<file path="src/hdl/tlik_norm_cell.sv">
`timescale 1ns / 1ps

// halves a (sine, cosine) pair while either term is at or above 2^LIM
module tlik_norm_cell #(
    parameter int SW  = 40,
    parameter int LIM = 31
) (
    input  logic          clk,
    input  logic          en,
    input  logic [SW-1:0] sa_in,
    input  logic [SW-1:0] pa_in,
    input  logic [SW-1:0] sb_in,
    input  logic [SW-1:0] pb_in,
    output logic [SW-1:0] sa_out,
    output logic [SW-1:0] pa_out,
    output logic [SW-1:0] sb_out,
    output logic [SW-1:0] pb_out
);

    logic big_a;
    logic big_b;

    always_comb
    begin
        big_a = |(sa_in[SW-1:LIM] | pa_in[SW-1:LIM]);
        big_b = |(sb_in[SW-1:LIM] | pb_in[SW-1:LIM]);
    end

    always_ff @(posedge clk)
    begin
        if (en)
        begin
            sa_out <= big_a ? (sa_in >> 1) : sa_in;
            pa_out <= big_a ? (pa_in >> 1) : pa_in;
            sb_out <= big_b ? (sb_in >> 1) : sb_in;
            pb_out <= big_b ? (pb_in >> 1) : pb_in;
        end
    end

endmodule

</file>
<file path="config.mk">
export PLATFORM = sky130hd
export DESIGN_NAME = tlik_norm_cell
export DESIGN_NICKNAME = d
export VERILOG_FILES = /design/src/hdl/tlik_norm_cell.sv
export SDC_FILE = /design/constraint.sdc
export NUM_CORES = 1
export LEC_CHECK = 0
export ABC_AREA = 1
export BUFFER_PORTS_ARGS = -buffer_cell sky130_fd_sc_hd__buf_2
export CORE_UTILIZATION = 42
export CTS_CLUSTER_SIZE = 20
export DETAILED_ROUTE_END_ITERATION = 10
export PLACE_DENSITY = 0.74
export SLEW_MARGIN = 20
export SYNTH_ARGS = -nofsm -noshare
export SYNTH_HDL_FRONTEND = slang
export SYNTH_SLANG_ARGS = --single-unit
</file>
<file path="constraint.sdc">
create_clock -name clk -period 0.99 [get_ports clk]
set_input_delay 0 -clock clk [delete_from_list [all_inputs] [get_ports clk]]
set_output_delay 0 -clock clk [all_outputs]
set_load 0.02 [all_outputs]
</file>
; Word-level counts from Yosys, hierarchy flattened
; Cells that the tools add are included.
[totals]
reg_bits = 160
in_bits = 162
[classes]
muxes = 4
bitwise_logic = 2
reduce_logical = 2
[ops]
columns = cell, count
row1 = 39-bit two-way mux, 4
row2 = 9-bit OR, 2
row3 = 9-bit OR reduction, 2

; Depth between registers and ports, before layout
; Gate-level depths: netlist of run 1.
[logic_depth]
depth_word = 3
mapped_depth = 7

; Least setup slack after synthesis of run 1
; OpenSTA, ideal clock, no wires.
[synth_path]
path_type = input to register
startpoint = in sa_in[32]
endpoint = reg pa_out[0] (data pin)
arrival_ns = 0.700
required_ns = 0.738
setup_slack_ns = 0.038
stages = 7
path_cell_list = nor2_1 > nand3_1 > nor2_4 > nand2_2 > buf_2 > nand2_1 > nand2_1
[synth_via]
elab_chain_cells = 3
[synth_lines]
columns = item, line_no
row1 = start: declaration, 10  ; input logic [SW-1:0] sa_in,
row2 = 9-bit OR, 25  ; big_a = |(sa_in[SW-1:LIM] | pa_in[SW-1:LIM]);
row3 = 9-bit OR reduction, 25
row4 = 39-bit two-way mux, 34  ; pa_out <= big_a ? (pa_in >> 1) : pa_in;
row5 = end signal: assignment, 34
row6 = end: declaration, 15  ; output logic [SW-1:0] pa_out,
; Every way passes these cells.
; A chain may end at the register's enable or synchronous reset.

; Worst setup path in the final report of run 1
[layout_path]
startpoint = reg sa_out[21]
endpoint = out sa_out[21]
[layout_lines]
columns = item, line_no
row1 = start: declaration, 14  ; output logic [SW-1:0] sa_out,
row2 = start signal: assignment, 33  ; sa_out <= big_a ? (sa_in >> 1) : sa_in;
; No word-level cell between the ends.

==> impl_metrics.yaml, run 1 <==
critical_path:
  worstPathMaxFanout: 1
  crit_family: "flip-flops"
  crit_type: "flop to output pin"
  critPathLaunchType: "flop"
  arrival_ps: 1040
  slowest_delay_ps: 460
  critPathBufInv: 1
  crit_required_ps: 990
  path_cells: "buf_6"
  endpoint_kind: "output pin"
  crit_path_top_delay_cell: "edfxtp_1"
global_routing:
  grt_start_max_net_pins: 63
  antenna_found_initial: 1
  gr-total-overflow: 0
  grt_pass1_wl_um: 32500
  grt_usage_pct: 25.8
  grt_pass1_vias: 6518
synth:
  synth_area_leaders: "edfxtp_1 (70%), nand2_1 (14%), nand3_1 (9.2%)"
  synth_cells: 633
  avgSynthCellArea_um2: 10.8
  yosysUniqueCellTypes: 10
  synth_seq_cells: 160
  yosys_warnings: 0
  synth_area_um2: 6820
  netlist.area_leader.share_pct: 70.5
  yosysSeqAreaShare_pct: 70.5
  yosys.area.top_type: "edfxtp_1"
min_path:
  holdCritPathClass: "primary input to flop"
floorplan:
  core_um2: 15900
  dieWidth_um: 129
  start_util_pct: 42.9
  dieArea_um2: 16700
  die_h_um: 129
  placementRows: 46
  io_pins: 322
route:
  avgViaCountPerCell: 5.03
  wl_um: 23100
  route.met2.wl_um: 12100
  ant_nets: 0
  avgRoutedWirePerCell_um: 17.3
  wl_met1_um: 7870
  firstDrtPassIters: 5
  highest_layer: "met4"
  vias: 6707
  drt_iter0_markers: 493
  drc: 0
  met3_length_um: 2450
cells_and_area:
  nets: 1268
  layout-drive-gt1-share_pct: 35.0
  stdcell_count: 1333
  fillCellCount: 982
  synthToLayoutAreaGrowth_pct: 66.6
  regArea_um2: 4800
  multi_input_area_um2: 1710
  final_cell_area_um2: 11400
clocking:
  cts.path.max_buffers: 2
  clk_pin_slew_worst_paths_ps: 60
  cts_setup_buffers: 0
  h-tree-depth: 4
  clock_sinks: 160
  numCtsBuffers: 17
  cts_tree: "built"
  cts-root-buf: "clkbuf_16"
timing:
  drv_slew: 0
  final.period_utilization_pct: 105
  final_hold_viol_count: 0
  rsz0062_at_grt: "true"
  setup_violations: 9
  period_needed_ps: 1040
  max_freq_ghz: 0.959
  fin_ws_ps: -52.6
power:
  powerDensity_nw_per_um2: 1580
  clkPwrFrac_pct: 38.0
  p_sw_share_pct: 24.5
  p_int_mw: 13.6
  p_switching_mw: 4.39
  p_leak_nw: 5.21
  share_comb_of_total_power_pct: 16.0
  vdd_drop_max_mv: 1.07
  seqPwrFrac_pct: 45.9
placement:
  dpl_cell_area_um2: 8840
  io_buffers: 321
  dp.cells: 1142
  gp_congestion: 0.754
  dp_slack_ps: -253
  dpl.hpwl_um: 13400
status:
  status: "finished, violations left"
  violations: "negative setup slack"
job:
  maxCapViolations: 0
worst paths after layout:
| check | slack, ps | cells past startpoint | endpoint | from |
|---|---|---|---|---|
| min | 150 | 6 | sa_out[17] | pa_in[37] |
| max | -50 | 1 | sa_out[21] | sa_out[21] |
kinds of logic (layout without fill, tap and decap cells):
logic type	Yosys count	in the layout	share of synthesized area [%]
buf+inv	72	552	4.62
flops	160	160	70.5
other cells	1	5	0.0550
simple gates	400	400	24.8
timing repair:
| item | CTS | global route |
|---|---|---|
| setup endpoints to repair | 14 | 92 |
| endpoints found under the hold margin | 168 | 0 |
| resized for setup | 22 | 84 |
| hold buffers | 161 | 0 |
registers in the layout, summed over array words and instances, names as in the netlist:
name,count
pa_out,40
pb_out,40
sa_out,40
sb_out,40
placed cells by master (no fill, tap or decap):
master and instances:
clkinv_2 2, buf_2 271, buf_12 12, clkinvlp_4 1, diode_2 1, nor2_1 18, inv_1 4, nand2_1 250
buf_6 49, clkbuf_1 1, clkbuf_16 17, nor2_4 4, edfxtp_1 160, clkinv_1 1, clkinv_4 3, buf_4 25
bufinv_16 4, dlygate4sd3_1 161, nand3_1 126, buf_8 1, conb_1 4, nand2_2 2
metal layers:
layer,up-vias,track usage (%)
li1,3079,-
met3,49,7.39
met5,-,0
met2,444,46.2
met4,0,14.0
met1,3135,27.4
final cells by class:
type                            count  area share, %
Antenna cell                        1         0.0220
Clock buffer                       18           3.78
Clock inverter                     11           1.48
Inverter                            4          0.132
Multi-Input combinational cell    404           15.0
Sequential cell                   160           42.3
Tap cell                          216           2.38
Timing Repair Buffer              519           34.9
stage by stage:
stage | setup TNS [ps] | hold slack, ps | total power [mW] | utilization [%]
floorplan | 0 | 112 | 9.30 | -
global placement | -22170 | 191 | 10.4 | 55.6
detailed placement | -26580 | 193 | 10.4 | 55.6
CTS | -216 | 134 | 17.7 | 70.0
global route | -927 | 160 | 18.4 | 71.5
finish | -221 | 155 | 17.9 | 71.5
power groups by stage:
stage / clock network, mW / logic (mW) / registers (mW)
floorplan: 0 / 0.260 / 9.04
global placement: 0 / 2.08 / 8.31
detailed placement: 0 / 2.11 / 8.33
CTS: 6.83 / 2.64 / 8.20
global route: 7.11 / 3.05 / 8.29
finish: 6.82 / 2.88 / 8.25
cells in the mapped netlist:
cell type,n
nand3_1,126
nand2_1,250
conb_1,1
nand2_2,2
nor2_1,18
inv_1,4
clkbuf_1,32
nor2_4,4
buf_2,36
edfxtp_1,160
Power figures use the tool's default switching activity.
==> run 2, diff against run 1 <==
CORE_AREA = 2 2 124 126   (was default)
CORE_UTILIZATION = default   (was 42)
DIE_AREA = 0 0 126 128   (was default)
PLACE_DENSITY = 0.78   (was 0.74)
clock period = 1.09 ns   (was 0.99 ns; I/O delays follow)
==> impl_metrics.yaml, run 2 (synthesis results as in run 1) <==
status:
  status: "finished clean"
job:
  maxCapViolations: 0
cells_and_area:
  layout-drive-gt1-share_pct: 34.9
  mostFrequentLayoutCell: "buf_2"
  utilization_pct: 73.6
  final_cell_area_um2: 10900
  nets: 1267
  fillCellCount: 881
  antenna_cells: 0
  synthToLayoutAreaGrowth_pct: 60.6
  layout_common_cells: "buf_2 (320), nand2_1 (250), dlygate4sd3_1 (161)"
route:
  wl_um: 23200
  avgRoutedWirePerCell_um: 17.8
  vias: 6794
  ant_nets: 0
  firstDrtPassIters: 6
  drc: 0
  drt_iter0_markers: 699
  avgViaCountPerCell: 5.21
clocking:
  clock_sinks: 160
  clk_pin_slew_worst_paths_ps: 60
  h-tree-depth: 4
  cts-root-buf: "clkbuf_16"
  cts.path.max_buffers: 2
  numCtsBuffers: 17
  cts_tree: "built"
  cts_setup_buffers: 0
floorplan:
  dieWidth_um: 126
  die_h_um: 128
  placementRows: 45
  start_util_pct: 45.9
  core_um2: 14900
  dieArea_um2: 16100
  io_pins: 322
global_routing:
  antenna_found_initial: 1
  gr-total-overflow: 0
  grt_pass1_wl_um: 35600
  grt_start_max_net_pins: 63
  grt_pass1_vias: 6771
  grt_usage_pct: 28.5
power:
  vdd_drop_max_mv: 0.935
  seqPwrFrac_pct: 47.9
  p_leak_nw: 5.08
  share_comb_of_total_power_pct: 15.8
  power.total_mw: 15.6
  p_sw_share_pct: 25.0
  p_switching_mw: 3.89
  powerDensity_nw_per_um2: 1420
  clkPwrFrac_pct: 36.3
  p_int_mw: 11.7
placement:
  io_buffers: 321
  dpl_cell_area_um2: 8780
  dpl.hpwl_um: 13900
  gp_congestion: 0.797
timing:
  rsz0062_at_grt: "false"
  drv_slew: 0
  max_freq_ghz: 0.967
  period_needed_ps: 1030
  setup_violations: 0
  final_hold_viol_count: 0
  final.period_utilization_pct: 94.9
  tns_ps: 0
critical_path:
  crit_type: "flop to output pin"
  endpoint_kind: "output pin"
  critPathBufInv: 1
  crit_path_top_delay_cell: "edfxtp_1"
  crit_required_ps: 1090
  critPathLaunchType: "flop"
  crit_family: "flip-flops"
  path_cells: "buf_2"
  arrival_ps: 1030
  slowest_delay_ps: 430
  worstPathMaxFanout: 1
min_path:
  holdCritPathClass: "primary input to flop"
run 2: cell count changes in the layout (fill, tap and decap cells not counted):
| cell | before | now |
|---|---|---|
| diode_2 | 1 | 0 |
| buf_2 | 271 | 320 |
| clkinv_2 | 2 | 4 |
| clkinv_1 | 1 | 2 |
| bufinv_16 | 4 | 2 |
| buf_12 | 12 | 11 |
| buf_6 | 49 | 1 |
| buf_8 | 1 | 0 |
run 2: cell type report:
type                    count  area (µm²)  area share, %
clock buffers              18         429           3.92
clock inverters            12         121           1.11
inverters                   4        15.0          0.137
multi-input cells         404        1710           15.6
flip-flops and latches    160        4800           43.9
well taps                 188         235           2.15
repair buffers            518        3630           33.2
run 2: what timing repair did:
action | in CTS | in global routing
setup endpoints to repair | 0 | 0
hold buffers | 161 | 0
endpoints found under the hold margin | 166 | 0
resized for setup | 0 | 0
run 2: through the flow:
stage                     std cells  hold slack [ps]  worst slack, ps
after floorplan                 636              112              138
after global placement         1113              191             -167
after detailed placement       1113              193             -197
after CTS                      1304              232             61.2
after global routing           1304              301             23.2
final                          1304              257             55.8
run 2: power groups by stage:
| stage | logic (mW) | clock network [mW] | registers [mW] |
|---|---|---|---|
| 2_1_floorplan | 0.236 | 0 | 8.21 |
| 3_3_place_gp | 1.91 | 0 | 7.54 |
| 3_5_place_dp | 1.94 | 0 | 7.56 |
| 4_1_cts | 2.39 | 5.72 | 7.44 |
| 5_1_grt | 2.60 | 5.96 | 7.49 |
| 6_report | 2.46 | 5.65 | 7.45 |
run 2: final timing paths:
path | from | to | slack [ps] | cells past startpoint
worst max-delay path | sa_out[4] | sa_out[4] | 60 | 1
worst min-delay path | pa_in[37] | sa_out[15] | 260 | 8
run 2: routing by layer:
metal  wire, µm  track usage [%]  up-vias
met2      11800             50.0      515
met3       2730             8.26       72
met1       8000             33.2     3130
li1           -                -     3077
met5          0                0        -
met4        663             10.9        0
