===== src/hdl/tlik_sqrt_cell.sv =====
`timescale 1ns / 1ps

// one result bit of the integer square root per cell
module tlik_sqrt_cell #(
    parameter int SW = 40,
    parameter int DW = 80,
    parameter int RW = 43
) (
    input  logic          clk,
    input  logic          en,
    input  logic [DW-1:0] rad_in,
    input  logic [RW-1:0] rem_in,
    input  logic [SW-1:0] root_in,
    output logic [DW-1:0] rad_out,
    output logic [RW-1:0] rem_out,
    output logic [SW-1:0] root_out
);

    logic [RW-1:0] rem_cat;
    logic [RW-1:0] trial;
    logic          fits;

    always_comb
    begin
        rem_cat = {rem_in[RW-3:0], rad_in[DW-1 -: 2]};
        trial   = RW'({root_in, 2'b01});
        fits    = (rem_cat >= trial);
    end

    always_ff @(posedge clk)
    begin
        if (en)
        begin
            rad_out  <= {rad_in[DW-3:0], 2'b00};
            rem_out  <= fits ? (rem_cat - trial) : rem_cat;
            root_out <= {root_in[SW-2:0], fits};
        end
    end

endmodule


===== config.mk =====
export PLATFORM = sky130hd
export DESIGN_NAME = tlik_sqrt_cell
export DESIGN_NICKNAME = d
export VERILOG_FILES = /design/src/hdl/tlik_sqrt_cell.sv
export SDC_FILE = /design/constraint.sdc
export NUM_CORES = 1
export LEC_CHECK = 0
export BUFFER_PORTS_ARGS = -buffer_cell sky130_fd_sc_hd__buf_2
export CAP_MARGIN = 20
export CORE_MARGIN = 5
export CORE_UTILIZATION = 45
export DETAILED_ROUTE_END_ITERATION = 8
export PLACE_DENSITY = 0.75
export SYNTH_ARGS = -nofsm -noshare
export SYNTH_HDL_FRONTEND = slang
export SYNTH_SLANG_ARGS = --single-unit

===== constraint.sdc =====
create_clock -name clk -period 5.55 [get_ports clk]
set_input_delay 0.2775 -clock clk [delete_from_list [all_inputs] [get_ports clk]]
set_output_delay 0.2775 -clock clk [all_outputs]
set_load 0.02 [all_outputs]

Word level (Yosys, flattened, before mapping):

Cells that the tools add are included.

* flip-flop bits (word level): 161
* input port bits: 165
* output and inout bits: 163
* word-level logic and storage cells: 6

* add/sub/neg operators: 1
* magnitude comparators: 1
* mux-type cells: 1

Operator list (count)
* 43-bit by 42-bit >= comparator with 1-bit output: 1
* 43-bit 2-to-1 mux: 1
* 43-bit by 42-bit subtractor with 43-bit output: 1

Longest topological paths before layout:

Gate-level depths: netlist (run 1).

* depth after elaboration: 2
* mapped depth: 14

Worst setup path after synthesis (run 1):

OpenSTA, ideal clock, no wires.

* kind: input to register
* from: input port root_in[1]
* to: register rem_out[33], data pin
* arrival time: 2362 ps
* data required time: 5288 ps
* path slack: 2926 ps
* cell stages on the path: 11
* path through: inv_1 > ha_1 > o21a_1 > a2bb2oi_2 > a21oi_2 > o211ai_4 > a31oi_4 > o31ai_4 > a21o_1 > buf_4 > mux2_1

* longest elaborated chain between the ends: 2
* elaborated cells between the ends (all ways): 3
* those cells by class: add/sub: 1; order compare: 1; mux: 1

RTL lines
* from (decl): RTL line 13 `input logic [SW-1:0] root_in,`
* 43-bit by 42-bit subtractor with 43-bit output / 43-bit by 42-bit >= comparator with 1-bit output (equally long branches): RTL line 35, 27
* 43-bit 2-to-1 mux (*): RTL line 35 `rem_out <= fits ? (rem_cat - trial) : rem_cat;`
* to (signal assigned): RTL line 35
* to (decl): RTL line 15 `output logic [RW-1:0] rem_out,`

Every way passes the cells marked *; elsewhere a longest branch is shown, timed or not.
A chain may end at the register's enable or synchronous reset.

Worst setup path after layout (run 1):

* from: input port root_in[8]
* to: register rem_out[38], data pin

Same word-level chain as after synthesis.

==> flow_metrics.py, run 1 <==
metrics = {
    "run_status": {
        "outcome": "completed",
    },
    "clock_network": {
        "root_buffer": "clkbuf_16",
        "cts_tree": "yes",
        "clkSinkCount": 161,
        "cts_buffers": 17,
        "cts_resized": 0,
        "cts_buffer_depth": 2,
        "ctsHtreeMaxLevel": 4,
        "clkTransAtPathRegs_ns": 0.07,
        "post_cts_buffers": 0,
        "postCtsHoldBufs": 0,
    },
    "cells_and_area": {
        "area_growth_pct": 30.5,
        "final_cell_area_mm2": 0.0103,
        "final_nets": 1151,
        "postLayoutCoreUtil_pct": 59.5,
        "drive_gt1_share_pct": 38.6,
        "nFillCells": 1459,
    },
    "worst_setup_path": {
        "critPathKind": "primary input to flop",
        "cp-end-kind": "flop",
        "arrival_ns": 3.43,
        "required_ns": 5.72,
        "startpoint_type": "primary input",
        "critPathMaxFanout": 49,
    },
    "hold_path": {
        "min_to": "rad_out[27]",
        "hold_start": "rad_in[25]",
        "holdPathStages": 1,
        "hp-class": "primary input to flop",
    },
    "drt": {
        "antenna_left": 0,
        "wl_per_cell_um": 18.8,
        "drc": 0,
        "routed_via_density": 5.18,
        "dr.pass1.iters": 5,
        "postRouteWirelength_mm": 22.2,
        "drtIter0Drc": 264,
        "vias": 6130,
    },
    "sta": {
        "finalSetupViolCount": 0,
        "post-route-period-util_pct": 58.8,
        "worst_slew_pin_slew_ns": 0.906,
        "fmax_ghz": 0.306,
        "final.setup.worst_slack_ns": 2.29,
        "relSlewSlack_pct": 39.6,
        "finalHoldViolCount": 0,
        "tns_ns": 0,
        "rsz0062_at_grt": "no",
        "finalCriticalPeriod_ns": 3.26,
        "slew_violations": 0,
    },
    "power": {
        "power.density_mw_per_mm2": 338,
        "power_leakage_nw": 4.55,
        "peakVddDrop_v": 0.000202,
    },
    "yosys": {
        "synth_area_leaders": "edfxtp_1 (62%), ha_1 (6.7%), a21oi_1 (4.7%)",
        "synth-seq-cells": 161,
        "yosysMostFrequentCell": "edfxtp_1",
        "synth_area_per_cell_um2": 12.6,
        "netlist_area_mm2": 0.00786,
        "synth_top_area_share_pct": 61.5,
        "synth_cell_types": 57,
        "yosysSeqAreaShare_pct": 61.5,
        "yosys.area.top_type": "edfxtp_1",
        "synth_edf_count": 161,
        "synthCells": 625,
        "synth_ff_type": "edfxtp_1",
        "ys.warnings.count": 0,
        "synthArstFlopShare_pct": 0,
        "synthTopCellsByCount": "edfxtp_1 (161), a21oi_1 (74), inv_1 (52)",
    },
    "place": {
        "dpl_cell_area_mm2": 0.00965,
        "port_buffers": 323,
        "dp_slack_ns": 1.82,
        "globalplace.congestion": 0.878,
        "hpwl_mm": 17.4,
    },
    "global_routing": {
        "grt_pass1_vias": 6084,
        "grt.overflow.total": 0,
        "grt_max_degree": 100,
        "grt_pass1_wl_mm": 33.0,
        "antenna_found_initial": 4,
        "gr-usage-all-layers_pct": 21.3,
    },
    "floorplanning": {
        "rows": 48,
        "fp.dieArea_mm2": 0.0202,
        "io_pins": 328,
        "die_w_um": 142,
        "core_mm2": 0.0172,
        "initial_core_util_pct": 45.6,
        "die_h_um": 142,
    },
    "flow_run": {
        "maxCapViolCount": 0,
    },
}
## metal layers
layer | global-route usage (%) | vias up | part of all wire (%)
li1 | - | 2951 | -
met1 | 24.9 | 2887 | 37
met2 | 37.0 | 243 | 51
met3 | 5.54 | 45 | 8.1
met4 | 9.44 | 4 | 3.2
met5 | 0 | - | 0.15
## critical path, cell delays in order
cell	delay [ns]
buf_2	0.09
inv_1	0.04
ha_1	0.40
nand4_1	0.19
nor2_2	0.25
a21oi_2	0.11
o211ai_4	0.29
a31oi_4	0.19
o31ai_4	0.35
a21o_2	0.54
buf_12	0.31
mux2_1	0.35
## cells by family (layout without fill, tap and decap cells)
logic type	after synthesis	after routing	share of synthesized area, %
AOI/OAI and AO/OA	160	160	13.3
xor gates and xnor gates	41	41	4.57
adders and majority gates	42	42	6.69
buffers and inverters	78	409	4.38
DFF	161	161	61.5
muxes	11	11	1.56
other	1	4	0.0477
and+or+nand+nor	131	131	7.99
## cells in the final DEF, fill, tap and decap left out, drive strengths merged, types with 7 or more instances in the layout
cell and n:
clkbuf 18, nor3 8, nand2 26, clkinv 7
nor2 47, a21oi 76, nand3 11, buf 325
o21ai 23, xnor2 25, and2 8, nand4 13
ha 42, edfxtp 161, a21o 15, inv 57
xor2 16, mux2 10
## sequential cells by signal, indices dropped and copies added (netlist names)
name      cells
rad_out      78
rem_out      43
root_out     40
## worst max path at each step
stage / startpoint / endpoint
floorplan: root_in[1] / rem_out[33]
detailed placement: root_in[8] / rem_out[9]
finish: root_in[8] / rem_out[38]
CTS: root_in[8] / rem_out[38]
global placement: root_in[8] / rem_out[36]
global route: root_in[8] / rem_out[41]
## through the flow
step / total power, mW / instances / hold WS (ns)
6_report: 3.46 / 1184 / 0.0231
3_3_place_gp: 2.27 / 1150 / 0.454
5_1_grt: 3.62 / 1184 / 0.00611
2_1_floorplan: 2.01 / 626 / 0.376
3_5_place_dp: 2.29 / 1150 / 0.456
4_1_cts: 3.49 / 1182 / 0.00250
## cell type report
class | instances | area [um2] | area share [%]
clock buffer | 18 | 429 | 4.19
tap | 225 | 282 | 2.75
antenna | 2 | 5.00 | 0.0488
sequential | 161 | 4830 | 47.2
timing repair buffer | 325 | 1650 | 16.1
multi-input combinational | 387 | 2690 | 26.2
inverter | 52 | 195 | 1.90
clock inverter | 14 | 171 | 1.67
## power breakdown
part	leakage [nW]	switching [mW]	total [mW]	internal (mW)
registers	1.58	0.0273	1.51	1.49
clock network	0.295	0.518	1.20	0.678
logic	2.68	0.477	0.751	0.274
No activity file was read; power rests on OpenSTA's default activity.
==> inputs of run 2 (changes only) <==
--- a/config.mk
+++ b/config.mk
@@ -8,9 +8,9 @@
 export BUFFER_PORTS_ARGS = -buffer_cell sky130_fd_sc_hd__buf_2
 export CAP_MARGIN = 20
 export CORE_MARGIN = 5
-export CORE_UTILIZATION = 45
+export CORE_UTILIZATION = 44
 export DETAILED_ROUTE_END_ITERATION = 8
-export PLACE_DENSITY = 0.75
+export PLACE_DENSITY = 0.76
 export SYNTH_ARGS = -nofsm -noshare
 export SYNTH_HDL_FRONTEND = slang
 export SYNTH_SLANG_ARGS = --single-unit
==> constraint.sdc (replaced) <==
create_clock -name clk -period 2.67 [get_ports clk]
set_input_delay 0.1335 -clock clk [delete_from_list [all_inputs] [get_ports clk]]
set_output_delay 0.1335 -clock clk [all_outputs]
set_load 0.02 [all_outputs]
==> flow_metrics.py, run 2 (synthesized netlist as in run 1, its figures left out) <==
metrics = {
    "cells_and_area": {
        "regMostFlops": "rad_out",
        "area_growth_pct": 55.0,
        "largestRegisters": "rad_out: 78 flops, rem_out: 43 flops, root_out: 40 flops",
        "final_nets": 1354,
        "layout_commonest_cell": "buf_2",
        "nFillCells": 1249,
        "drive_gt1_share_pct": 39.7,
        "final_cell_area_mm2": 0.0122,
        "postLayoutCoreUtil_pct": 70.0,
        "layout_common_cells": "buf_2 (322), edfxtp_1 (161), dlygate4sd3_1 (118), buf_4 (83), a21oi_1 (73)",
        "largest_register_ffs": 78,
    },
    "sta": {
        "post-route-period-util_pct": 93.3,
        "finalHoldViolCount": 0,
        "rsz0062_at_grt": "no",
        "relSlewSlack_pct": 61.6,
        "slew_violations": 0,
        "tns_ns": 0,
        "finalSetupViolCount": 0,
        "fmax_ghz": 0.402,
        "finalCriticalPeriod_ns": 2.49,
        "worst_slew_pin_slew_ns": 0.576,
    },
    "floorplanning": {
        "die_h_um": 144,
        "rows": 48,
        "initial_core_util_pct": 45.1,
        "fp.dieArea_mm2": 0.0206,
        "die_w_um": 144,
        "io_pins": 328,
        "core_mm2": 0.0174,
    },
    "hold_path": {
        "hp-class": "primary input to flop",
    },
    "global_routing": {
        "gr-usage-all-layers_pct": 25.1,
        "grt_max_degree": 58,
        "grt.overflow.total": 0,
        "grt_pass1_vias": 7369,
        "grt_pass1_wl_mm": 39.5,
        "antenna_found_initial": 3,
    },
    "worst_setup_path": {
        "critPathTopFamily": "buffers and inverters",
        "slowest_delay_ns": 0.52,
        "crit_chain": "dlygate4sd3_1, buf_2, inv_1, ha_1, buf_4, a21oi_2, o21ai_1, a21oi_1, o31ai_4, a21o_2, buf_12, mux2_1",
        "slowest_stage": "dlygate4sd3_1",
        "crit_buf_inv": 5,
        "critPathMaxFanout": 20,
        "required_ns": 2.84,
        "arrival_ns": 2.66,
        "startpoint_type": "primary input",
        "critPathKind": "primary input to flop",
        "cp-end-kind": "flop",
    },
    "clock_network": {
        "ctsHtreeMaxLevel": 4,
        "clkSinkCount": 161,
        "clkTransAtPathRegs_ns": 0.07,
        "cts_buffers": 17,
        "root_buffer": "clkbuf_16",
        "cts_tree": "yes",
        "cts_buffer_depth": 2,
    },
    "drt": {
        "wl_per_cell_um": 19.0,
        "wl_met1_mm": 9.86,
        "antenna_left": 0,
        "drc": 0,
        "postRouteWirelength_mm": 26.4,
        "drtIter0Drc": 419,
        "wl_met3_mm": 1.67,
        "dr.pass1.iters": 5,
        "highest_layer": "met5",
        "wl_met2_mm": 13.7,
        "routed_via_density": 5.04,
        "vias": 6979,
    },
    "power": {
        "peakVddDrop_v": 0.000466,
        "clock_power_share_pct": 34.8,
        "power_leakage_nw": 5.49,
        "p_int_mw": 5.52,
        "p_seq_share_pct": 40.6,
        "p_comb_share_pct": 24.6,
        "p_sw_mw": 2.27,
        "power.density_mw_per_mm2": 640,
        "swShare_pct": 29.1,
    },
    "place": {
        "hpwl_mm": 18.5,
        "dpl_cell_area_mm2": 0.0103,
        "port_buffers": 323,
        "globalplace.congestion": 0.871,
    },
    "flow_run": {
        "maxCapViolCount": 0,
    },
    "run_status": {
        "outcome": "completed",
    },
}
==> run 2: path summary, 6_finish.rpt <==
kind / slack, ns / endpoint / startpoint / cells past startpoint
setup / recovery: 0.18 / rem_out[20] / root_in[32] / 12
hold / removal: 0.01 / rem_out[36] / rem_in[34] / 2
==> run 2: power by group through the flow <==
stage	clock, mW	combinational [mW]	sequential (mW)
after floorplan	0	0.638	3.54
after global placement	0	1.73	3.20
after detailed placement	0	1.75	3.20
after CTS	2.75	1.90	3.15
after global routing	2.86	2.06	3.18
final	2.71	1.92	3.16
==> run 2: area by class of cell <==
type | count | area, um2 | share of cell area (%)
antenna | 2 | 5.00 | 0.0411
clock buffer | 17 | 425 | 3.49
clock inverter | 14 | 220 | 1.81
inverter | 52 | 195 | 1.60
multi-input combinational | 387 | 2720 | 22.3
sequential | 161 | 4830 | 39.7
tap | 225 | 282 | 2.31
timing repair buffer | 528 | 3510 | 28.8
==> run 2: timing repair <==
| item | 4_1_cts | 5_1_grt |
|---|---|---|
| setup endpoints to repair | 0 | 40 |
| endpoints found under the hold margin | 118 | 0 |
| hold buffers | 118 | 0 |
| gates resized for setup | 0 | 8 |
| setup buffers | 0 | 0 |
==> run 2: layer usage <==
metal  track usage [%]  vias up
met5                 0        -
met4              12.0        2
met3              5.92       59
met2              45.5      266
met1              27.5     3300
li1                  -     3352
==> run 2: stage by stage <==
step                      hold WS [ns]  instances  worst slack, ns  total power, mW
after floorplan                  0.232        626            0.190             4.18
after CTS                     0.000478       1384           0.0534             7.80
after global routing           0.00892       1386           0.0234             8.11
after detailed placement         0.312       1235           -0.269             4.96
after global placement           0.310       1235           -0.212             4.92
final                           0.0143       1386            0.180             7.79
