<file path="src/hdl/tlik_pkg.sv">
`timescale 1ns / 1ps

package tlik_pkg;

    // default geometry of the block
    localparam int COORD_WIDTH_DEF   = 20;
    localparam int ANGLE_WIDTH_DEF   = 16;
    localparam int CORDIC_STAGES_DEF = 16;

    // link lengths after reset, Q15.4
    localparam int FIRST_LINK_RESET  = 2800;
    localparam int SECOND_LINK_RESET = 2000;

    // apb register file
    localparam int APB_ADDR_W = 3;
    localparam int APB_DATA_W = 32;

    typedef enum logic
    {
        REG_FIRST_LINK  = 1'b0,
        REG_SECOND_LINK = 1'b1
    } reg_idx_t;

    // cordic datapath: operands below 2^31, growth below 2.33
    localparam int CORDIC_W  = 35;
    localparam int NORM_BITS = 31;
    localparam int TURN_W    = 32;
    localparam logic [TURN_W-1:0] HALF_TURN = 32'h8000_0000;

    // atan(2^-i) in units of 2^-32 turn
    localparam int ATAN_LEN = 24;
    localparam logic [TURN_W-1:0] ATAN_TABLE [0:ATAN_LEN-1] = '{
        32'h20000000, 32'h12E4051E, 32'h09FB385B, 32'h051111D4,
        32'h028B0D43, 32'h0145D7E1, 32'h00A2F61E, 32'h00517C55,
        32'h0028BE53, 32'h00145F2F, 32'h000A2F98, 32'h000517CC,
        32'h00028BE6, 32'h000145F3, 32'h0000A2FA, 32'h0000517D,
        32'h000028BE, 32'h0000145F, 32'h00000A30, 32'h00000518,
        32'h0000028C, 32'h00000146, 32'h000000A3, 32'h00000051
    };

endpackage

</file>
<file path="src/hdl/tlik_cordic_cell.sv">
`timescale 1ns / 1ps

// one vectoring micro-rotation, drives y toward zero
module tlik_cordic_cell #(
    parameter int XW  = tlik_pkg::CORDIC_W,
    parameter int IDX = 0
) (
    input  logic                          clk,
    input  logic                          en,
    input  logic signed [XW-1:0]          x_in,
    input  logic signed [XW-1:0]          y_in,
    input  logic [tlik_pkg::TURN_W-1:0]   acc_in,
    output logic signed [XW-1:0]          x_out,
    output logic signed [XW-1:0]          y_out,
    output logic [tlik_pkg::TURN_W-1:0]   acc_out
);

    logic signed [XW-1:0] dx;
    logic signed [XW-1:0] dy;

    always_comb
    begin
        dx = y_in >>> IDX;
        dy = x_in >>> IDX;
    end

    always_ff @(posedge clk)
    begin
        if (en)
        begin
            if (y_in > 0)
            begin
                x_out   <= x_in + dx;
                y_out   <= y_in - dy;
                acc_out <= acc_in + tlik_pkg::ATAN_TABLE[IDX];
            end
            else
            begin
                x_out   <= x_in - dx;
                y_out   <= y_in + dy;
                acc_out <= acc_in - tlik_pkg::ATAN_TABLE[IDX];
            end
        end
    end

endmodule

</file>
<file path="config.mk">
export PLATFORM = sky130hd
export DESIGN_NAME = tlik_cordic_cell
export DESIGN_NICKNAME = d
export VERILOG_FILES = /design/src/hdl/tlik_pkg.sv /design/src/hdl/tlik_cordic_cell.sv
export SDC_FILE = /design/constraint.sdc
export NUM_CORES = 1
export LEC_CHECK = 0
export BUFFER_PORTS_ARGS = -buffer_cell sky130_fd_sc_hd__buf_2
export CAP_MARGIN = 20
export CORE_UTILIZATION = 40
export DETAILED_ROUTE_END_ITERATION = 16
export HOLD_SLACK_MARGIN = 0.06
export REMOVE_ABC_BUFFERS = 1
export SYNTH_ARGS = -nofsm -noshare
export SYNTH_HDL_FRONTEND = slang
export SYNTH_SLANG_ARGS = --single-unit
</file>
<file path="constraint.sdc">
create_clock -name clk -period 4.4 [get_ports clk]
set_input_delay 0.44 -clock clk [delete_from_list [all_inputs] [get_ports clk]]
set_output_delay 0.44 -clock clk [all_outputs]
set_load 0.05 [all_outputs]
</file>
# == Yosys cells after proc, flatten, opt, wreduce, memory -nomap -nowiden ==
# Index checks and enable logic that the tools add are counted.
# word_totals
ff_bits,102
in_bits,104
output_inout_bits,102
word_cells,12
# op_classes
n_addsub,5
n_lt_le_gt_ge,1
n_mux,3
# ops
op,count
35-bit 2-to-1 mux,2
35-bit subtractor,2
35-bit adder,1
35-bit by 1-bit > comparator with 1-bit output (second input constant),1
32-bit by 30-bit adder with 32-bit output (second input constant),1
32-bit 2-to-1 mux,1
32-bit by 30-bit subtractor with 32-bit output (second input constant),1

# == Longest topological paths before layout ==
# Gate-level depths: netlist of run 1.
# depth
word_depth,2
depth_mapped,13
ltp_nobuf,12

# == Worst setup path before layout of run 1 ==
# No wires, ideal clock.
# synth_timing
path_kind,input port to flip-flop
start,input port x_in[0]
end,"register y_out[34], data pin"
setup_time_ns,0.263
arrival_ns,2.673
t_required_ns,4.137
setup_slack_ns,1.464
stages,12
n_path_buf,0
cell_sequence,ha_1 -> inv_1 -> fa_1 -> nor3_2 -> o31ai_2 -> a2111oi_4 -> o311ai_4 -> o21ai_2 -> a211oi_2 -> o31ai_2 -> mux2i_1 -> xnor2_1
# synth_via
elab_chain_len,2
word_cells_on_any_way,3
classes_between,add/sub: 2; mux: 1
# synth_lines
item,line,rtl
from (decl),tlik_cordic_cell.sv:10,"input logic signed [XW-1:0] x_in,"
35-bit adder or 35-bit subtractor (tied branches),"tlik_cordic_cell.sv:40, tlik_cordic_cell.sv:34",
35-bit 2-to-1 mux (*),tlik_cordic_cell.sv:31,if (y_in > 0)
to (signal assigned),tlik_cordic_cell.sv:34,y_out <= y_in - dy;
to (signal assigned),tlik_cordic_cell.sv:40,y_out <= y_in + dy;
to (decl),tlik_cordic_cell.sv:14,"output logic signed [XW-1:0] y_out,"
# Every way passes the cells marked *; elsewhere a longest branch is shown, timed or not.
# A chain may end at the register's enable or synchronous reset.

# == Worst setup path in the final report of run 1 ==
# layout_timing
start,input port y_in[0]
end,"register x_out[28], data pin"
# layout_via
elab_chain_len,2
word_cells_on_any_way,4
classes_between,add/sub: 2; order compare: 1; mux: 1
# layout_lines
item,line,rtl
from (decl),tlik_cordic_cell.sv:11,"input logic signed [XW-1:0] y_in,"
35-bit subtractor (tied with other cells),tlik_cordic_cell.sv:39,x_out <= x_in - dx;
35-bit 2-to-1 mux (*),tlik_cordic_cell.sv:31,
to (signal assigned),tlik_cordic_cell.sv:33,x_out <= x_in + dx;
to (signal assigned),tlik_cordic_cell.sv:39,
to (decl),tlik_cordic_cell.sv:13,"output logic signed [XW-1:0] x_out,"
# Marks and branches as above.

==> summary.txt, run 1 <==
Synthesis
  – Prevailing post-synth register cell: sky130_fd_sc_hd__edfxtp_1
  – Number of enable-type register cells in the synthesized netlist: 101
  – Proportion of synthesized flip-flops having asynchronous set or reset: 0
  – Post-synthesis average cell area: 8.98 um^2
  – Register bit count reported by yosys: 101
  – Yosys Warn Count: 0
  – Synth unique cells: 69
  – Combined area of all synthesized cells: 9190 um^2
  – Number of instances in the synthesized netlist: 1023
  – Sequential element share of the synthesized area: 0.330

Floorplan
  – Die X-Extent: 154 um
  – Rows: 55
  – Vertical die dimension: 154 um
  – Die Area: 23600 um^2
  – Floorplan Core Area: 22600 um^2
  – Top-Level Pins: 206
  – Initial cell density of the core: 0.407

Final layout
  – Signed area change from the synthesized netlist to the final layout: 16.7%
  – Commonest cells after routing, fill and taps aside: 204 x sky130_fd_sc_hd__buf_2, 108 x sky130_fd_sc_hd__a21oi_1, 102 x sky130_fd_sc_hd__inv_1, 102 x sky130_fd_sc_hd__ha_1, 101 x sky130_fd_sc_hd__edfxtp_1
  – Number of diodes: 0
  – Most common cell after layout, fill and taps aside: sky130_fd_sc_hd__buf_2
  – Number of inserted filler cells in the final layout: 2289
  – Proportion of layout cells with a drive suffix above 1: 0.211
  – Number of nets in the layout: 1411

Worst setup path
  – Source of the critical timing path: y_in[0]
  – Startpoint type of the worst setup path: input port
  – Nature of the critical path endpoint: register
  – Arrival time of the worst setup path: 3.42 ns
  – Worst setup path category: input port to register
  – Critical path peak fanout: 4
  – Required time at the worst-slack endpoint: 4.52 ns

Routing
  – DR pass1 iterations: 8
  – Total Routed Length: 29000 um
  – Post-route antenna net violation count: 0
  – DRC violations left: 0
  – Routed WL per cell: 19.4 um
  – Average vias per placed instance: 5.68
  – Drt initial violations: 749
  – Via count: 8467

STA
  – Relative slew margins: 0.293
  – Setup-violating endpoint count in the final report: 0
  – Crit path setup slack, layout: 1.10 ns
  – Sum Neg Setup Slack: 0 ns
  – F_max: 303 MHz
  – Number of pins with negative max-slew slack in the final report: 0
  – Worst slew pin tran: 1.06 ns
  – Worst hold slack: 0.238 ns
  – Time the worst path needs with I/O delays and setup: 3.30 ns
  – Crit share post-route: 0.749
  – Setup repair after global routing missed its margin: no
  – Final-report hold violation count: 0

Clock tree
  – Number of buffers inserted during clock tree synthesis: 9
  – Number of buffers added for setup after CTS: 0
  – CTS hold repair buffers: 0
  – Reg clk slew, reported paths: 0.08 ns
  – Count of H-tree levels built during CTS: 3
  – Clock tree root buffer cell: sky130_fd_sc_hd__clkbuf_16
  – Number of gates resized after CTS: 0
  – Clock Sinks: 101
  – Maximum clock insertion buffer count: 2
  – CTS tree: yes

Worst hold path
  – Worst hold path class: input port to register
  – Min-Delay Startpoint: acc_in[15]

Placement
  – IO buf count: 205
  – Final weighted congestion in routability-driven placement: 0.942
  – Setup WS pre-CTS: 0.793 ns
  – DP HPWL: 22800 um

Global route
  – First-pass GRT wire length: 44300 um
  – Tot GR Track Use: 0.243
  – Vias in the first global route: 8040
  – Maximum number of pins on one net before global-route repair: 77
  – Total global routing overflow: 0
  – Number of antenna violations at the first check in global routing: 0

Run
  – Max-capacitance violation count: 0

Run status
  – Result of the run: finished, final reports clean

Power and ir drop
  – Power Dens Cells: 353 nW/um^2
  – Static leakage power: 4.75 nW
  – VDD IR max: 168 uV
  – Total power after layout: 3.79 mW
==> cells by family after synthesis <==
| logic type | share of synthesized area |
|---|---|
| compound gates | 0.241 |
| xor+xnor | 0.0658 |
| fa+ha+maj | 0.148 |
| buf+inv | 0.0653 |
| flops | 0.330 |
| mux | 0.0218 |
| simple gates | 0.129 |
==> critical path: stages <==
cell and delay, ns:
sky130_fd_sc_hd__buf_2 0.12, sky130_fd_sc_hd__ha_1 0.16, sky130_fd_sc_hd__inv_1 0.06, sky130_fd_sc_hd__fa_1 0.41, sky130_fd_sc_hd__nor3_2 0.27, sky130_fd_sc_hd__o31ai_2 0.13
sky130_fd_sc_hd__a2111oi_4 0.48, sky130_fd_sc_hd__o311ai_4 0.23, sky130_fd_sc_hd__o21ai_2 0.32, sky130_fd_sc_hd__o21ai_0 0.28, sky130_fd_sc_hd__o21ai_1 0.22, sky130_fd_sc_hd__o21ai_0 0.11
sky130_fd_sc_hd__xnor2_1 0.15
==> path summary, 6_finish.rpt <==
kind | endpoint | slack [ns] | cells after the start
setup / recovery | x_out[28]$_DFFE_PP_ | 1.10 | 13
hold / removal | acc_out[15]$_DFFE_PP_ | 0.24 | 1
==> power breakdown <==
part           leakage, nW  internal, mW  total, mW  switching [mW]
clock                0.145         0.405      0.858           0.452
combinational         3.62         0.470       1.65            1.18
sequential           0.989          1.24       1.28          0.0361
total                 4.75          2.12       3.79            1.67
==> metal layers <==
metal  track usage  vias up  part of all wire  wire length [um]
met5             0        -                 0                 0
met4        0.0876        0             0.025               730
met3        0.0369       49             0.064              1860
met2         0.395      341              0.46             13300
met1         0.326     4025              0.45             13100
li1              -     4052                 -                 -
==> layout make-up <==
class	count	area (um^2)	share of cell area
Multi-Input combinational cell	772	5570	0.519
Clock inverter	7	75.1	0.00700
Sequential cell	101	3030	0.283
Inverter	107	402	0.0375
Timing Repair Buffer	210	1070	0.0994
Tap cell	285	357	0.0333
Clock buffer	9	225	0.0210
==> synth_stat cells, types with 5 or more instances <==
cell type | n | area (um^2)
sky130_fd_sc_hd__nand2b_1 | 9 | 56.3
sky130_fd_sc_hd__a31oi_1 | 13 | 81.3
sky130_fd_sc_hd__o21bai_1 | 19 | 143
sky130_fd_sc_hd__nor2b_1 | 11 | 68.8
sky130_fd_sc_hd__nand2_1 | 45 | 169
sky130_fd_sc_hd__buf_2 | 15 | 75.1
sky130_fd_sc_hd__mux2i_1 | 20 | 200
sky130_fd_sc_hd__a211oi_1 | 10 | 75.1
sky130_fd_sc_hd__clkbuf_1 | 19 | 71.3
sky130_fd_sc_hd__o21ai_0 | 69 | 345
sky130_fd_sc_hd__a21oi_1 | 108 | 541
sky130_fd_sc_hd__o211ai_1 | 10 | 75.1
sky130_fd_sc_hd__nor4_1 | 12 | 75.1
sky130_fd_sc_hd__or3_1 | 9 | 56.3
sky130_fd_sc_hd__ha_1 | 102 | 1280
sky130_fd_sc_hd__buf_4 | 5 | 37.5
sky130_fd_sc_hd__a21o_1 | 24 | 180
sky130_fd_sc_hd__nor2_1 | 77 | 289
sky130_fd_sc_hd__nor3_1 | 23 | 115
sky130_fd_sc_hd__edfxtp_1 | 101 | 3030
sky130_fd_sc_hd__nand3_1 | 14 | 70.1
sky130_fd_sc_hd__o31ai_1 | 14 | 105
sky130_fd_sc_hd__nand4_1 | 13 | 81.3
sky130_fd_sc_hd__and2_1 | 6 | 37.5
sky130_fd_sc_hd__xnor2_1 | 67 | 587
sky130_fd_sc_hd__o21a_1 | 6 | 45.0
sky130_fd_sc_hd__a221oi_1 | 8 | 70.1
sky130_fd_sc_hd__inv_1 | 102 | 383
==> per-stage QoR <==
step,util,std cells,cell area (um^2)
after floorplan,-,980,8990
after global placement,0.462,1475,10400
after detailed placement,0.462,1475,10400
after CTS,0.475,1491,10700
after global routing,0.475,1491,10700
final,0.475,1491,10700
==> flip-flops by register name, summed over array words and instances (netlist names) <==
register  count
acc_out      32
y_out        34
x_out        35
Note: power is estimated with default switching activity, not from simulation.
==> inputs of run 2 (changes only) <==
==> constraint.sdc (replaced) <==
create_clock -name clk -period 2.87 [get_ports clk]
set_input_delay 0.287 -clock clk [delete_from_list [all_inputs] [get_ports clk]]
set_output_delay 0.287 -clock clk [all_outputs]
set_load 0.05 [all_outputs]
==> run 2 against run 1 <==
Effect of this change: routed wire length rose by 8.2%; sequential share of layout area fell by 4.5 points; clock power rose by 49%; sequential cell count did not move; clock-buffer cell count did not move; critical path depth did not move.
==> summary.txt, run 2 (same netlist as run 1, synthesis figures left out) <==
STA
  – Setup-violating endpoint count in the final report: 0 (unchanged)
  – Worst slew pin tran: 0.560 ns (-0.499 ns)
  – Number of pins with negative max-slew slack in the final report: 0 (unchanged)
  – Worst hold slack: 0.100 ns (-0.137 ns)
  – Relative slew margins: 0.624 (+0.331)
  – Setup repair after global routing missed its margin: yes
  – Crit share post-route: 0.975
  – Time the worst path needs with I/O delays and setup: 2.80 ns
  – F_max: 357 MHz
  – Final-report hold violation count: 0 (unchanged)

Clock tree
  – Count of H-tree levels built during CTS: 3 (unchanged)
  – Number of buffers added for setup after CTS: 0 (unchanged)
  – CTS hold repair buffers: 0 (unchanged)
  – Number of buffers inserted during clock tree synthesis: 9 (unchanged)
  – Maximum clock insertion buffer count: 2 (unchanged)
  – CTS tree: yes
  – Clock tree root buffer cell: sky130_fd_sc_hd__clkbuf_16
  – Reg clk slew, reported paths: 0.09 ns (about the same)
  – Clock Sinks: 101 (unchanged)

Power and ir drop
  – Net switching fraction of the power: 0.423 (-0.0176)
  – Combinational cell fraction of total power: 0.480 (+0.044)
  – Register share of total power: 0.314 (-0.024)
  – Power Dens Cells: 489 nW/um^2 (+38%)
  – P_int: 3.60 mW (+70%)
  – Static leakage power: 5.98 nW (+26%)
  – Relative contribution of the clock network to total power: 0.205 (-0.021)
  – VDD IR max: 350 uV (+110%)
  – NetSw: 2.64 mW (+58%)

Global route
  – First-pass GRT wire length: 48600 um (+9.9%)
  – Total global routing overflow: 0 (unchanged)
  – Tot GR Track Use: 0.265 (+0.0219)
  – Maximum number of pins on one net before global-route repair: 69 (-10%)
  – Vias in the first global route: 9172 (+14%)
  – Number of antenna violations at the first check in global routing: 1 (+1)

Floorplan
  – Top-Level Pins: 206 (unchanged)
  – Initial cell density of the core: 0.407 (unchanged)
  – Vertical die dimension: 154 um (unchanged)
  – Die Area: 23600 um^2 (unchanged)
  – Die X-Extent: 154 um (unchanged)
  – Rows: 55 (unchanged)
  – Floorplan Core Area: 22600 um^2 (unchanged)

Routing
  – DRC violations left: 0 (unchanged)
  – Via count: 9387 (+11%)
  – Drt initial violations: 701 (-6.4%)
  – Routed WL per cell: 18.0 um (-7.2%)
  – Total Routed Length: 31400 um (+8.2%)
  – DR pass1 iterations: 5 (-3)
  – Average vias per placed instance: 5.40 (-4.9%)
  – Post-route antenna net violation count: 0 (unchanged)

Worst hold path
  – Hold Path End: acc_out[5]$_DFFE_PP_
  – Worst hold path class: input port to register
  – Hold depth: 1 (unchanged)
  – Min-Delay Startpoint: acc_in[5]

Worst setup path
  – Cell Chain, Critical Path: buf_2, inv_1, ha_1, a21oi_1, o21ai_0, a221oi_1, o221ai_2, a221oi_1, nor2_1, o21ai_1, buf_4, a22oi_1, xnor2_1
  – Required time at the worst-slack endpoint: 3.00 ns (-1.52 ns)
  – Critical path's most frequent cell: sky130_fd_sc_hd__a221oi_1
  – Worst setup path category: input port to register
  – Arrival time of the worst setup path: 2.93 ns (-0.49 ns)
  – Delay contributed by the slowest stage of the critical path: 0.37 ns (-0.11 ns)
  – Critical path's slowest cell: sky130_fd_sc_hd__ha_1
  – Critical path peak fanout: 5 (+1)
  – Nature of the critical path endpoint: register
  – Startpoint type of the worst setup path: input port

Placement
  – Placed Area: 12300 um^2 (+18%)
  – IO buf count: 205 (unchanged)
  – Final weighted congestion in routability-driven placement: 0.945 (+0.38%)
  – DP HPWL: 25600 um (+12%)

Final layout
  – Number of nets in the layout: 1658 (+18%)
  – Signed area change from the synthesized netlist to the final layout: 38.9%
  – Register with the highest flop count: x_out
  – Multi-input combinational cell area: 5690 um^2 (+2.2%)
  – Cell area after layout: 12800 um^2 (+19%)
  – Commonest cells after routing, fill and taps aside: 247 x sky130_fd_sc_hd__buf_4, 204 x sky130_fd_sc_hd__buf_2, 107 x sky130_fd_sc_hd__a21oi_1
  – Number of inserted filler cells in the final layout: 2102 (-8.2%)
  – Proportion of layout cells with a drive suffix above 1: 0.355 (+0.145)
  – Most common cell after layout, fill and taps aside: sky130_fd_sc_hd__buf_4
  – Flip-flop count of the largest register, all copies and words added: 35 (unchanged)
  – Largest registers ranked by flip-flop count: x_out (35), y_out (34), acc_out (32)
  – Total area of sequential cells: 3030 um^2 (unchanged)

Run
  – Max-capacitance violation count: 0 (unchanged)

Run status
  – Result of the run: finished, final reports clean
run 2: cell count changes in the layout (fill, tap and decap cells not counted), moves of 4 or more:
cell / previous run / this run
sky130_fd_sc_hd__buf_12: 0 / 5
sky130_fd_sc_hd__ha_2: 0 / 4
sky130_fd_sc_hd__buf_4: 6 / 247
sky130_fd_sc_hd__ha_1: 102 / 98
run 2: worst max path at each step:
stage / startpoint / to / cells past startpoint
2_1_floorplan: y_in[7] / acc_out[31]$_DFFE_PP_ / 8
3_3_place_gp: x_in[9] / x_out[32]$_DFFE_PP_ / 13
3_5_place_dp: x_in[0] / x_out[28]$_DFFE_PP_ / 13
4_1_cts: x_in[12] / x_out[31]$_DFFE_PP_ / 14
5_1_grt: x_in[9] / x_out[32]$_DFFE_PP_ / 13
6_report: x_in[9] / x_out[32]$_DFFE_PP_ / 13
run 2: timing repair:
item                                    4_1_cts  5_1_grt
endpoints found under the setup margin        6       26
pin swaps                                     1        6
gates resized for setup                       1       26
run 2: routing by layer:
| layer | track usage | part of all wire | vias up |
|---|---|---|---|
| li1 | - | - | 4553 |
| met1 | 0.353 | 0.44 | 4425 |
| met2 | 0.434 | 0.46 | 356 |
| met3 | 0.0426 | 0.066 | 53 |
| met4 | 0.0924 | 0.027 | 0 |
| met5 | 0 | 0 | - |
run 2: through the flow:
| step | power, mW | setup WS, ns | utilization | TNS [ns] | cells |
|---|---|---|---|---|---|
| global route | 6.54 | -0.0821 | 0.565 | -0.115 | 1738 |
| global placement | 4.92 | -0.404 | 0.547 | -9.27 | 1722 |
| CTS | 6.23 | 0.00718 | 0.560 | 0 | 1738 |
| detailed placement | 4.93 | -0.414 | 0.547 | -9.98 | 1722 |
| floorplan | 3.81 | -3.00 | - | -115.64 | 980 |
| finish | 6.24 | 0.0720 | 0.565 | 0 | 1739 |
run 2: layout make-up:
| class | instances | area share |
|---|---|---|
| multi-input combinational | 772 | 0.446 |
| sequential | 101 | 0.238 |
| timing repair buffer | 457 | 0.234 |
| inverter | 107 | 0.0315 |
| tap | 285 | 0.0279 |
| clock buffer | 9 | 0.0176 |
| clock inverter | 7 | 0.00549 |
| antenna | 1 | 0.000196 |
run 2: power by group through the flow:
stage | Combinational (mW) | Sequential, mW | Clock [mW]
finish | 3.00 | 1.96 | 1.28
global route | 3.20 | 1.98 | 1.36
CTS | 2.95 | 1.97 | 1.32
detailed placement | 2.93 | 1.99 | 0
global placement | 2.92 | 1.99 | 0
floorplan | 1.06 | 2.75 | 0
run 2: critical path, delay by kind of cell:
kind | cells | cell delay, ns
adders and majority gates | 1 | 0.37
and+or+nand+nor | 1 | 0.11
buffers and inverters | 3 | 0.32
xor gates and xnor gates | 1 | 0.15
AOI/OAI and AO/OA | 7 | 1.69
==> inputs of run 3 (changes only) <==
--- a/config.mk
+++ b/config.mk
@@ -7,9 +7,10 @@
 export LEC_CHECK = 0
 export BUFFER_PORTS_ARGS = -buffer_cell sky130_fd_sc_hd__buf_2
 export CAP_MARGIN = 20
-export CORE_UTILIZATION = 40
+export CORE_UTILIZATION = 51
 export DETAILED_ROUTE_END_ITERATION = 16
 export HOLD_SLACK_MARGIN = 0.06
+export PLACE_DENSITY = 0.79
 export REMOVE_ABC_BUFFERS = 1
 export SYNTH_ARGS = -nofsm -noshare
 export SYNTH_HDL_FRONTEND = slang
==> run 3 against run 2 <==
Effect of this change: the flow now finishes with violations (setup timing); routed wire length decreased by 1.8%; final cell count is 4.8% lower; setup slack got worse by 0.091 ns; via count is 1.9% higher; combinational power barely moved; sequential share of layout area is 0.47 points higher; hold slack got worse by 0.012 ns; clock-buffer cell count did not move; critical path depth is the same; cell area shrank 1.9%; critical path type unchanged; largest power group unchanged.
==> summary.txt, run 3 (same netlist as run 1, synthesis figures left out) <==
Final layout
  – Final design utilization: 0.716 (+0.151)
  – Number of nets in the layout: 1635 (-1.4%)
  – Signed area change from the synthesized netlist to the final layout: 36.2%
  – Number of inserted filler cells in the final layout: 1360 (-35%)
  – Register with the highest flop count: x_out
  – Total area of sequential cells: 3030 um^2 (unchanged)
  – Commonest cells after routing, fill and taps aside: 227 x sky130_fd_sc_hd__buf_4, 204 x sky130_fd_sc_hd__buf_2, 106 x sky130_fd_sc_hd__a21oi_1
  – Flip-flop count of the largest register, all copies and words added: 35 (unchanged)
  – Non-Filler Instances: 1655 (-4.8%)
  – Multi-input combinational cell area: 5700 um^2 (+0.22%)
  – Proportion of layout cells with a drive suffix above 1: 0.346 (-0.00897)
  – Number of diodes: 0 (-1)
  – Most common cell after layout, fill and taps aside: sky130_fd_sc_hd__buf_4
  – Largest registers ranked by flip-flop count: x_out (35), y_out (34), acc_out (32)

Global route
  – Tot GR Track Use: 0.334 (+0.0696)
  – Maximum number of pins on one net before global-route repair: 64 (-7.2%)
  – Number of antenna violations at the first check in global routing: 0 (-1)
  – First-pass GRT wire length: 47900 um (-1.5%)
  – Vias in the first global route: 9329 (+1.7%)
  – Total global routing overflow: 0 (unchanged)

Placement
  – Setup WS pre-CTS: -0.474 ns (-0.0601 ns)
  – Final weighted congestion in routability-driven placement: 0.957 (+1.2%)
  – Placed instance count: 1636 (-5.0%)
  – DP HPWL: 24900 um (-2.9%)
  – IO buf count: 205 (unchanged)

Clock tree
  – Clock tree root buffer cell: sky130_fd_sc_hd__clkbuf_16
  – Clock Sinks: 101 (unchanged)
  – Maximum clock insertion buffer count: 2 (unchanged)
  – Count of H-tree levels built during CTS: 3 (unchanged)
  – Number of buffers inserted during clock tree synthesis: 9 (unchanged)
  – CTS hold repair buffers: 0 (unchanged)
  – Reg clk slew, reported paths: 0.08 ns (about the same)
  – CTS tree: yes

Power and ir drop
  – Power Dens Cells: 497 nW/um^2 (+1.7%)
  – Static leakage power: 5.88 nW (-1.8%)
  – VDD IR max: 359 uV (+2.6%)

Floorplan
  – Vertical die dimension: 136 um (-11%)
  – Floorplan Core Area: 17500 um^2 (-23%)
  – Top-Level Pins: 206 (unchanged)
  – Die X-Extent: 136 um (-11%)
  – Rows: 48 (-13%)
  – Die Area: 18600 um^2 (-21%)
  – Initial cell density of the core: 0.526 (+0.119)

Run status
  – Result of the run: finished, violations left
  – Violated checks: setup timing

Run
  – Max-capacitance violation count: 0 (unchanged)

Worst hold path
  – Worst hold path class: input port to register
  – Hold depth: 1 (unchanged)

Routing
  – DRC violations left: 0 (unchanged)
  – Total Routed Length: 30800 um (-1.8%)
  – Average vias per placed instance: 5.78 (+7.1%)
  – Drt initial violations: 876 (+25%)
  – Routed WL per cell: 18.6 um (+3.1%)
  – Post-route antenna net violation count: 0 (unchanged)
  – Via count: 9566 (+1.9%)
  – DR pass1 iterations: 7 (+2)

STA
  – Crit share post-route: 1.01 (+0.0318)
  – Setup repair after global routing missed its margin: yes
  – Number of pins with negative max-slew slack in the final report: 0 (unchanged)
  – Final-report hold violation count: 0 (unchanged)
  – Setup-violating endpoint count in the final report: 3 (+3)
  – Worst hold slack: 0.0880 ns (-0.0124 ns)
  – Time the worst path needs with I/O delays and setup: 2.89 ns (+0.0913 ns)
  – Worst slew pin tran: 0.582 ns (+0.0226 ns)
  – Sum Neg Setup Slack: -0.0353 ns (-0.0353 ns)
  – F_max: 346 MHz (-3.2%)
  – Crit path setup slack, layout: -0.0193 ns (-0.0913 ns)
  – Relative slew margins: 0.608 (-0.0155)

Worst setup path
  – Worst setup path category: input port to register
  – Required time at the worst-slack endpoint: 2.99 ns (about the same)
  – Nature of the critical path endpoint: register
  – Arrival time of the worst setup path: 3.01 ns (+0.08 ns)
  – Startpoint type of the worst setup path: input port
  – Critical path peak fanout: 11 (+6)
## run 3: cell count changes in the layout (fill, tap and decap cells not counted), moves of 3 or more
cell / delta
sky130_fd_sc_hd__ha_1: +3
sky130_fd_sc_hd__ha_2: -3
sky130_fd_sc_hd__clkinv_8: +3
sky130_fd_sc_hd__inv_8: -3
sky130_fd_sc_hd__buf_4: -20
## run 3: layer usage
metal	routed length, um	part of all wire	global-route usage	vias to the layer above
met5	0	0	0	-
met4	1130	0.037	0.139	0
met3	2570	0.083	0.0589	103
met2	14300	0.46	0.547	507
met1	12800	0.42	0.432	4455
li1	-	-	-	4501
## run 3: where the power goes
part,switching [mW],total [mW],internal (mW)
clock network,0.667,1.29,0.626
logic,1.93,2.97,1.05
registers,0.0550,1.96,1.90
## run 3: path summary, 6_finish.rpt
kind / slack, ns / end / startpoint
max: -0.02 / x_out[31]$_DFFE_PP_ / x_in[10]
min: 0.09 / acc_out[5]$_DFFE_PP_ / acc_in[5]
## run 3: area by class of cell
cell class	count	share of cell area
repair buffers	434	0.223
clock inverters	7	0.00720
flip-flops and latches	101	0.242
well taps	225	0.0225
inverters	107	0.0321
multi-input cells	772	0.455
clock buffers	9	0.0180
## run 3: repair_timing
action,CTS,global route
gates resized for setup,3,27
pin swaps,1,7
buffers inserted,0,3
setup endpoints to repair,7,29
## run 3: critical path: stages
cell and delay (ns):
sky130_fd_sc_hd__buf_2 0.09, sky130_fd_sc_hd__inv_1 0.04, sky130_fd_sc_hd__ha_1 0.50, sky130_fd_sc_hd__nand2_1 0.14
sky130_fd_sc_hd__o21ai_0 0.35, sky130_fd_sc_hd__a221oi_1 0.16, sky130_fd_sc_hd__o21bai_1 0.21, sky130_fd_sc_hd__a211oi_1 0.11
sky130_fd_sc_hd__buf_4 0.15, sky130_fd_sc_hd__o41ai_1 0.43, sky130_fd_sc_hd__a21oi_1 0.17, sky130_fd_sc_hd__a211oi_1 0.27
sky130_fd_sc_hd__xnor2_1 0.10
## run 3: stage by stage
step,area (um^2),power (mW)
after floorplan,8990,3.81
after global placement,12000,4.84
after detailed placement,12000,4.87
after CTS,12400,6.15
after global routing,12500,6.49
final,12500,6.22
